**src/rtl/core/mbet_pkg.sv**
```systemverilog
package mbet_pkg;

    localparam int FRAC_BITS = 24;
    localparam int PROD_W    = 64;
    localparam int SQ_W      = PROD_W - FRAC_BITS;
    localparam int WIDE_W    = SQ_W + 2;
    localparam int CNT_W     = 16;
    localparam int PIX_W     = 10;

    localparam int CFG_ADDR_W = 3;
    localparam int CFG_DATA_W = 32;

    localparam logic [CFG_ADDR_W-1:0] CFG_REAL_ORIGIN = 3'd0;
    localparam logic [CFG_ADDR_W-1:0] CFG_IMAG_ORIGIN = 3'd1;
    localparam logic [CFG_ADDR_W-1:0] CFG_STEP_REAL   = 3'd2;
    localparam logic [CFG_ADDR_W-1:0] CFG_STEP_IMAG   = 3'd3;
    localparam logic [CFG_ADDR_W-1:0] CFG_ESCAPE_RSQ  = 3'd4;
    localparam logic [CFG_ADDR_W-1:0] CFG_MAX_ITER    = 3'd5;

    localparam logic signed [31:0] RST_REAL_ORIGIN = -32'sd33554432;
    localparam logic signed [31:0] RST_IMAG_ORIGIN = -32'sd25165824;
    localparam logic [24:0]        RST_STEP        = 25'd49152;
    localparam logic [30:0]        RST_ESCAPE_RSQ  = 31'd1677721600;
    localparam logic [CNT_W-1:0]   RST_MAX_ITER    = 16'd256;

    typedef struct packed {
        logic signed [31:0] real_origin;
        logic signed [31:0] imag_origin;
        logic [24:0]        step_real;
        logic [24:0]        step_imag;
        logic [30:0]        escape_radius_sq;
        logic [CNT_W-1:0]   max_iterations;
    } t_cfg;

    typedef struct packed {
        logic signed [31:0] a;
        logic signed [31:0] b;
    } t_mul_req;

    typedef struct packed {
        logic [PIX_W-1:0] column;
        logic [PIX_W-1:0] row;
        logic [CNT_W-1:0] count;
        logic             in_set;
    } t_result;

    typedef enum logic [3:0] {
        S_IDLE,
        S_CRE,
        S_CIM,
        S_CWAIT,
        S_XX,
        S_YY,
        S_XY,
        S_CHK,
        S_DONE
    } t_state;

    function automatic logic signed [31:0] sat32(input logic signed [WIDE_W-1:0] v);
        logic signed [31:0] r;
        if (!v[WIDE_W-1] && (|v[WIDE_W-2:31])) begin
            r = 32'sh7FFF_FFFF;
        end else if (v[WIDE_W-1] && !(&v[WIDE_W-2:31])) begin
            r = 32'sh8000_0000;
        end else begin
            r = v[31:0];
        end
        return r;
    endfunction

endpackage

```
**src/rtl/core/mbet_mul.sv**
```systemverilog
module mbet_mul (
    input  logic                             i_clk,
    input  mbet_pkg::t_mul_req               i_req,
    output logic signed [mbet_pkg::PROD_W-1:0] o_prod
);
    import mbet_pkg::*;

    logic signed [PROD_W-1:0] r_prod;

    always_ff @(posedge i_clk) begin
        r_prod <= i_req.a * i_req.b;
    end

    assign o_prod = r_prod;

endmodule

```
**src/rtl/core/mbet_seq.sv**
```systemverilog
module mbet_seq (
    input  logic                               i_clk,
    input  logic                               i_rst_n,
    input  logic                               i_start,
    input  logic [mbet_pkg::PIX_W-1:0]         i_column,
    input  logic [mbet_pkg::PIX_W-1:0]         i_row,
    input  mbet_pkg::t_cfg                     i_cfg,
    output logic                               o_ready,
    output logic                               o_done,
    input  logic                               i_res_ready,
    output mbet_pkg::t_result                  o_res,
    output mbet_pkg::t_mul_req                 o_mul_req,
    input  logic signed [mbet_pkg::PROD_W-1:0] i_mul_prod
);
    import mbet_pkg::*;

    t_state r_state, n_state;

    logic [PIX_W-1:0]         r_col, r_row;
    logic [CNT_W-1:0]         r_count;
    logic signed [31:0]       r_cre, r_cim, r_x, r_y;
    logic signed [SQ_W-1:0]   r_x2, r_y2;

    logic signed [SQ_W-1:0]   prod_fx;
    logic signed [WIDE_W-1:0] c_sum;
    logic signed [SQ_W:0]     mag;
    logic                     escape;
    logic signed [WIDE_W-1:0] x_next, y_next;
    logic [CNT_W-1:0]         cnt_inc;
    logic                     limit_hit;

    assign prod_fx = i_mul_prod[PROD_W-1:FRAC_BITS];
    assign c_sum = (r_state == S_CIM)
        ? WIDE_W'(i_cfg.real_origin) + $signed(i_mul_prod[WIDE_W-1:0])
        : WIDE_W'(i_cfg.imag_origin) + $signed(i_mul_prod[WIDE_W-1:0]);
    assign mag    = (SQ_W+1)'(r_x2) + (SQ_W+1)'(r_y2);
    assign escape = mag > $signed({{(SQ_W-30){1'b0}}, i_cfg.escape_radius_sq});
    assign x_next = WIDE_W'(r_x2) - WIDE_W'(r_y2) + WIDE_W'(r_cre);
    assign y_next = WIDE_W'($signed({prod_fx, 1'b0})) + WIDE_W'(r_cim);
    assign cnt_inc   = r_count + 1'b1;
    assign limit_hit = (cnt_inc == i_cfg.max_iterations);

    always_comb begin
        n_state = r_state;
        unique case (r_state)
            S_IDLE:  if (i_start) n_state = S_CRE;
            S_CRE:   n_state = S_CIM;
            S_CIM:   n_state = S_CWAIT;
            S_CWAIT: n_state = (i_cfg.max_iterations == '0) ? S_DONE : S_XX;
            S_XX:    n_state = S_YY;
            S_YY:    n_state = S_XY;
            S_XY:    n_state = S_CHK;
            S_CHK:   n_state = (escape || limit_hit) ? S_DONE : S_XX;
            S_DONE:  if (i_res_ready) n_state = S_IDLE;
            default: n_state = S_IDLE;
        endcase
    end

    always_comb begin
        o_ready   = 1'b0;
        o_done    = 1'b0;
        o_mul_req = '0;
        unique case (r_state)
            S_IDLE: o_ready = 1'b1;
            S_CRE: begin
                o_mul_req.a = 32'(r_col);
                o_mul_req.b = 32'(i_cfg.step_real);
            end
            S_CIM: begin
                o_mul_req.a = 32'(r_row);
                o_mul_req.b = 32'(i_cfg.step_imag);
            end
            S_XX: begin
                o_mul_req.a = r_x;
                o_mul_req.b = r_x;
            end
            S_YY: begin
                o_mul_req.a = r_y;
                o_mul_req.b = r_y;
            end
            S_XY: begin
                o_mul_req.a = r_x;
                o_mul_req.b = r_y;
            end
            S_DONE: o_done = 1'b1;
            default: o_mul_req = '0;
        endcase
    end

    always_ff @(posedge i_clk) begin
        if (!i_rst_n) begin
            r_state <= S_IDLE;
        end else begin
            r_state <= n_state;
        end
    end

    always_ff @(posedge i_clk) begin
        case (r_state)
            S_IDLE: begin
                r_col   <= i_column;
                r_row   <= i_row;
                r_count <= '0;
            end
            S_CIM: begin
                r_cre <= sat32(c_sum);
                r_x   <= sat32(c_sum);
            end
            S_CWAIT: begin
                r_cim <= sat32(c_sum);
                r_y   <= sat32(c_sum);
            end
            S_YY: r_x2 <= prod_fx;
            S_XY: r_y2 <= prod_fx;
            S_CHK: begin
                if (!escape) begin
                    r_count <= cnt_inc;
                    r_x     <= sat32(x_next);
                    r_y     <= sat32(y_next);
                end
            end
            default: ;
        endcase
    end

    assign o_res.column = r_col;
    assign o_res.row    = r_row;
    assign o_res.count  = r_count;
    assign o_res.in_set = (r_count == i_cfg.max_iterations);

    a_count_bound: assert property (@(posedge i_clk) disable iff (!i_rst_n)
        (r_state != S_IDLE && r_state != S_CRE) |-> (r_count <= i_cfg.max_iterations))
        else $error("iteration count above limit");

    a_start_seq: assert property (@(posedge i_clk) disable iff (!i_rst_n)
        (r_state == S_IDLE && i_start) |=> (r_state == S_CRE))
        else $error("accepted pixel did not start");

    a_count_step: assert property (@(posedge i_clk) disable iff (!i_rst_n)
        (r_state == S_CHK && !escape) |=> (r_count == CNT_W'($past(r_count) + 1'b1)))
        else $error("count did not advance on a passed test");

    a_done_hold: assert property (@(posedge i_clk) disable iff (!i_rst_n)
        (r_state == S_DONE && !i_res_ready) |=> (r_state == S_DONE && $stable(r_count)))
        else $error("result dropped while output busy");

endmodule

```
**src/rtl/core/mandelbrot_escape_time_core.sv**
```systemverilog
// Escape-time core: one pixel in, one result out.
// Input stream s_axis: tdata carries the pixel column and row. An item is taken
// only while the core is idle (s_axis_tready high).
// Output stream m_axis: tdata carries column, row, iteration count and the
// in-set flag, held in an output register until the receiver takes it.
// Config port: i_cfg_wr_en writes i_cfg_wr_data into register i_cfg_addr
// (0 real origin, 1 imag origin, 2 real step, 3 imag step, 4 escape radius
// squared, 5 iteration limit). Write only while no pixel is in flight.
// Sequence: one 32x32 multiplier is shared for every product. Setup of the point
// runs through states CRE, CIM and CWAIT, each tested round through XX, YY and
// XY (three products) and CHK (the check), and DONE then hands the result to
// the output register; R rounds are tested, R from 0 up to the iteration
// limit. The next pixel is taken only in the idle state that follows, so a
// pixel is never accepted while another is still in the core.
// Reset clears the state machine and output valid and loads default config.
// A stalled receiver holds the finished result in the core and the output
// register; the next pixel is not accepted until the core's result moves on.
module mandelbrot_escape_time_core (
    input  logic                                i_clk,
    input  logic                                i_rst_n,
    input  logic                                s_axis_tvalid,
    output logic                                s_axis_tready,
    input  logic [23:0]                         s_axis_tdata,  // column[9:0], row[19:10]
    output logic                                m_axis_tvalid,
    input  logic                                m_axis_tready,
    output logic [39:0]                         m_axis_tdata,  // out_column[9:0], out_row[19:10],
                                                               // iteration_count[35:20], in_set[36]
    input  logic                                i_cfg_wr_en,
    input  logic [mbet_pkg::CFG_ADDR_W-1:0]     i_cfg_addr,
    input  logic [mbet_pkg::CFG_DATA_W-1:0]     i_cfg_wr_data
);
    import mbet_pkg::*;

    t_cfg                     r_cfg;
    t_mul_req                 mul_req;
    logic signed [PROD_W-1:0] mul_prod;
    t_result                  res;
    logic                     seq_ready, seq_done, res_ready;
    logic                     r_out_valid;
    t_result                  r_out;

    always_ff @(posedge i_clk) begin
        if (!i_rst_n) begin
            r_cfg.real_origin      <= RST_REAL_ORIGIN;
            r_cfg.imag_origin      <= RST_IMAG_ORIGIN;
            r_cfg.step_real        <= RST_STEP;
            r_cfg.step_imag        <= RST_STEP;
            r_cfg.escape_radius_sq <= RST_ESCAPE_RSQ;
            r_cfg.max_iterations   <= RST_MAX_ITER;
        end else if (i_cfg_wr_en) begin
            unique case (i_cfg_addr)
                CFG_REAL_ORIGIN: r_cfg.real_origin      <= $signed(i_cfg_wr_data);
                CFG_IMAG_ORIGIN: r_cfg.imag_origin      <= $signed(i_cfg_wr_data);
                CFG_STEP_REAL:   r_cfg.step_real        <= i_cfg_wr_data[24:0];
                CFG_STEP_IMAG:   r_cfg.step_imag        <= i_cfg_wr_data[24:0];
                CFG_ESCAPE_RSQ:  r_cfg.escape_radius_sq <= i_cfg_wr_data[30:0];
                CFG_MAX_ITER:    r_cfg.max_iterations   <= i_cfg_wr_data[CNT_W-1:0];
                default: ;
            endcase
        end
    end

    mbet_mul u_mul (
        .i_clk  (i_clk),
        .i_req  (mul_req),
        .o_prod (mul_prod)
    );

    mbet_seq u_seq (
        .i_clk       (i_clk),
        .i_rst_n     (i_rst_n),
        .i_start     (s_axis_tvalid),
        .i_column    (s_axis_tdata[PIX_W-1:0]),
        .i_row       (s_axis_tdata[2*PIX_W-1:PIX_W]),
        .i_cfg       (r_cfg),
        .o_ready     (seq_ready),
        .o_done      (seq_done),
        .i_res_ready (res_ready),
        .o_res       (res),
        .o_mul_req   (mul_req),
        .i_mul_prod  (mul_prod)
    );

    assign s_axis_tready = seq_ready;
    assign res_ready     = !r_out_valid || m_axis_tready;

    always_ff @(posedge i_clk) begin
        if (!i_rst_n) begin
            r_out_valid <= 1'b0;
        end else if (res_ready) begin
            r_out_valid <= seq_done;
        end
    end

    always_ff @(posedge i_clk) begin
        if (res_ready && seq_done) begin
            r_out <= res;
        end
    end

    assign m_axis_tvalid = r_out_valid;
    assign m_axis_tdata  = {3'b000, r_out.in_set, r_out.count, r_out.row, r_out.column};

endmodule

```
**config.mk**
```make
export PLATFORM = sky130hd
export DESIGN_NAME = mandelbrot_escape_time_core
export DESIGN_NICKNAME = d
export VERILOG_FILES = /design/src/rtl/core/mbet_pkg.sv /design/src/rtl/core/mbet_mul.sv /design/src/rtl/core/mbet_seq.sv /design/src/rtl/core/mandelbrot_escape_time_core.sv
export SDC_FILE = /design/constraint.sdc
export NUM_CORES = 2
export LEC_CHECK = 0
export ABC_AREA = 1
export BUFFER_PORTS_ARGS = -buffer_cell sky130_fd_sc_hd__buf_2
export CELL_PAD_IN_SITES_DETAIL_PLACEMENT = 0
export CELL_PAD_IN_SITES_GLOBAL_PLACEMENT = 1
export CORE_MARGIN = 1.5
export CORE_UTILIZATION = 33
export DETAILED_ROUTE_END_ITERATION = 8
export GPL_ROUTABILITY_DRIVEN = 1
export PLACE_DENSITY = 0.65
export SLEW_MARGIN = 20
export SYNTH_ARGS = -nofsm -noshare
export SYNTH_HDL_FRONTEND = slang
export SYNTH_SLANG_ARGS = --single-unit
```
**constraint.sdc**
```tcl
create_clock -name i_clk -period 8.45 [get_ports i_clk]
set_clock_uncertainty 0.15 [all_clocks]
set_input_delay 0.4225 -clock i_clk [delete_from_list [all_inputs] [get_ports i_clk]]
set_output_delay 0.4225 -clock i_clk [all_outputs]
set_load 0.05 [all_outputs]
```
==> impl_metrics.py <==
metrics = {
    "run_status": {
        "status": "complete, but fails checks",
        "violations": "negative setup slack",
    },
    "pwr": {
        "leakage_uw": 0.0409,
        "peakVddDrop_mv": 0.276,
        "p_per_area_mw_per_mm2": 154,
    },
    "placement": {
        "placed_cells": 11800,
        "portBuffers": 98,
        "place_congestion": 1.01,
        "hpwl_mm": 241,
    },
    "synthesis": {
        "synth_area_mm2": 0.0689,
        "synth_top_area_share": 0.327,
        "synth_area_per_cell_um2": 8.13,
        "synth-seq-area-share": 0.189,
        "synthCells": 8479,
        "synth_edf_count": 281,
        "yosysTopAreaCell": "fa_1",
        "ys_seq_elements": 511,
        "synth.distinct_cells": 64,
        "synthTopCellsByArea": "fa_1, edfxtp_1, inv_1",
        "synth_flop_cell": "edfxtp_1",
        "synthArstFlopShare": 0,
        "yosys_warnings": 0,
    },
    "route": {
        "dr.pass1.iters": 6,
        "wl_mm": 289,
        "drt_iter0_drc": 5457,
        "drc": 0,
        "vias": 59800,
        "antenna_left": 0,
        "vias_per_cell": 4.95,
        "wl_per_cell_um": 23.9,
    },
    "floorplan": {
        "die_x_um": 460,
        "std_cell_rows": 167,
        "io_pins": 106,
        "die_y_um": 460,
        "die_area_mm2": 0.212,
        "initial_core_util": 0.332,
        "core_area_mm2": 0.207,
    },
    "worst_setup_path": {
        "worstSetupPathType": "flip-flop to flip-flop",
        "r2r-start": "u_seq.r_state[1]",
        "required_ps": 8840,
        "path_max_fanout": 12,
        "cpMaxStageDelayCell": "fa_1",
        "r2r_slack_ps": -110,
        "worstPathArrival_ps": 8940,
        "critPathLaunchType": "flip-flop",
        "slowest_delay_ps": 530,
        "reg2reg_depth": 37,
        "regToRegEndpoint": "u_mul.o_prod[53]",
        "cp_common_cell": "fa_1",
        "end_kind": "flip-flop",
    },
    "global_routing": {
        "antenna_found_initial": 19,
        "grt_start_max_net_pins": 115,
        "grt-ovfl-total": 0,
        "grt_pass1_wl_mm": 419,
        "track_usage": 0.273,
        "grt_pass1_vias": 60800,
    },
    "cells_and_area": {
        "final_cell_count_no_fill": 12100,
        "n_fill_cell": 21400,
        "drive_above_1_share": 0.157,
        "most-common-layout-cells": "inv_1, nand2_1, fa_1",
        "fin_nets": 10800,
        "area_growth_syn_to_layout_pct": 21.2,
        "layout_commonest_cell": "inv_1",
    },
    "sta": {
        "slew_headroom": 0.243,
        "fin_setup_tns_ps": -374,
        "timing.final.crit_share": 1.01,
        "slew_violations": 0,
        "setup_slack_ps": -109,
        "fmax_mhz": 117,
        "finalSetupViolCount": 5,
        "rsz0062_at_grt": "true",
        "fin_crit_ps": 8560,
        "hold_viol": 0,
        "worstMarginPinSlew_ps": 1130,
    },
    "min_path": {
        "hp-start": "i_cfg_wr_data[10]",
        "hold_path_class": "primary input to flip-flop",
        "hold_depth": 3,
        "hold_end": "r_cfg[139]",
    },
    "clocking": {
        "clockBufferDepth": 3,
        "clock_latency_ps": 660,
        "cts_tree": "built",
        "htreeDepth": 2,
        "cts_root_buf": "clkbuf_16",
        "path_clk_slew_ps": 70,
        "cts_made_buffers": 55,
        "cts_sinks": 511,
    },
    "flow_run": {
        "cap_violations": 0,
    },
}
kinds of logic after synthesis:
family	after synthesis	synth area share
DFF	511	0.189
and+or+nand+nor	3172	0.185
adders and majority gates	1543	0.403
xor gates and xnor gates	251	0.0322
AOI/OAI and AO/OA	915	0.0750
other	1	0.0000544
buffers and inverters	2086	0.116
cell usage after synthesis (20+ instances only):
library cell,n
a21o_1,48
a21oi_1,338
a31oi_1,65
clkbuf_1,208
dfxtp_1,230
edfxtp_1,281
fa_1,1125
ha_1,418
inv_1,1801
nand2_1,1749
nand2_2,84
nand3_1,145
nand4_1,43
nor2_1,1032
nor3_1,51
o211ai_1,21
o21ai_0,307
o21ai_1,27
o21bai_1,36
o221ai_1,20
xnor2_1,85
xor2_1,165
metrics by stage:
step | power [uW] | worst slack, ps | hold slack (ps) | area, um^2 | utilization
2_1_floorplan | 6910 | 72.3 | 275 | 68900 | -
3_5_place_dp | 10000 | -856 | 293 | 78600 | 0.379
5_1_grt | 13400 | -398 | 30.9 | 83500 | 0.403
4_1_cts | 12700 | -126 | 0.606 | 82300 | 0.397
3_3_place_gp | 10000 | -930 | 286 | 78600 | 0.379
6_report | 12900 | -109 | 51.2 | 83500 | 0.403
flip-flops by register name, summed over array words and instances, names as in the netlist:
register / flops
u_seq.r_cim: 32
u_seq.r_cre: 32
m_axis_tvalid: 1
u_seq.r_row: 10
u_seq.r_y2: 40
u_seq.r_col: 10
m_axis_tdata: 37
u_seq.r_state: 4
r_cfg: 161
u_seq.r_count: 16
u_seq.r_y: 32
u_mul.o_prod: 64
u_seq.r_x: 32
u_seq.r_x2: 40
final cells by class:
class	count	area (um^2)	area share
Sequential cell	511	13000	0.156
Clock buffer	77	1540	0.0184
Clock inverter	26	289	0.00346
Multi-Input combinational cell	5884	49500	0.592
Tap cell	2788	3490	0.0418
Antenna cell	6	15.0	0.000180
Timing Repair Buffer	952	8720	0.104
Inverter	1828	6920	0.0829
worst max path at each step:
stage                                  end  slack, ps             start  cells after the start
after floorplan           u_mul.o_prod[59]         70  u_seq.r_state[2]                     32
after global placement    u_mul.o_prod[45]       -930  u_seq.r_state[2]                     32
after global routing      u_mul.o_prod[53]       -400  u_seq.r_state[1]                     37
after detailed placement  u_mul.o_prod[53]       -860  u_seq.r_state[2]                     33
final                     u_mul.o_prod[53]       -110  u_seq.r_state[1]                     37
after CTS                 u_mul.o_prod[53]       -130  u_seq.r_state[2]                     36
critical path: cells and delay by family (launching register included):
kind / cells / cell delay, ps
AND/OR/NAND/NOR: 8 / 850
AO/OA/AOI/OAI: 3 / 610
flip-flops: 1 / 340
XOR/XNOR: 1 / 240
buffers and inverters: 16 / 1950
adder cells (fa/ha/maj): 9 / 4260
layer usage:
| layer | GRT usage | part of all wire |
|---|---|---|
| met1 | 0.397 | 0.46 |
| met2 | 0.420 | 0.44 |
| met3 | 0.0361 | 0.068 |
| met4 | 0.0800 | 0.037 |
| met5 | 0 | 0 |
what timing repair did:
action,in CTS,in global routing
setup endpoints to repair,34,39
gates cloned,7,3
endpoints found under the hold margin,62,0
resized for setup,199,213
buffers inserted,47,30
pin swaps,75,57
hold buffers,41,0
report_power, final:
group	leakage [uW]	total, uW	switching, uW	internal (uW)
Sequential	0.00449	3500	317	3190
Clock	0.000893	2530	1140	1380
Combinational	0.0356	6850	4930	1920
Power figures use the tool's default switching activity.
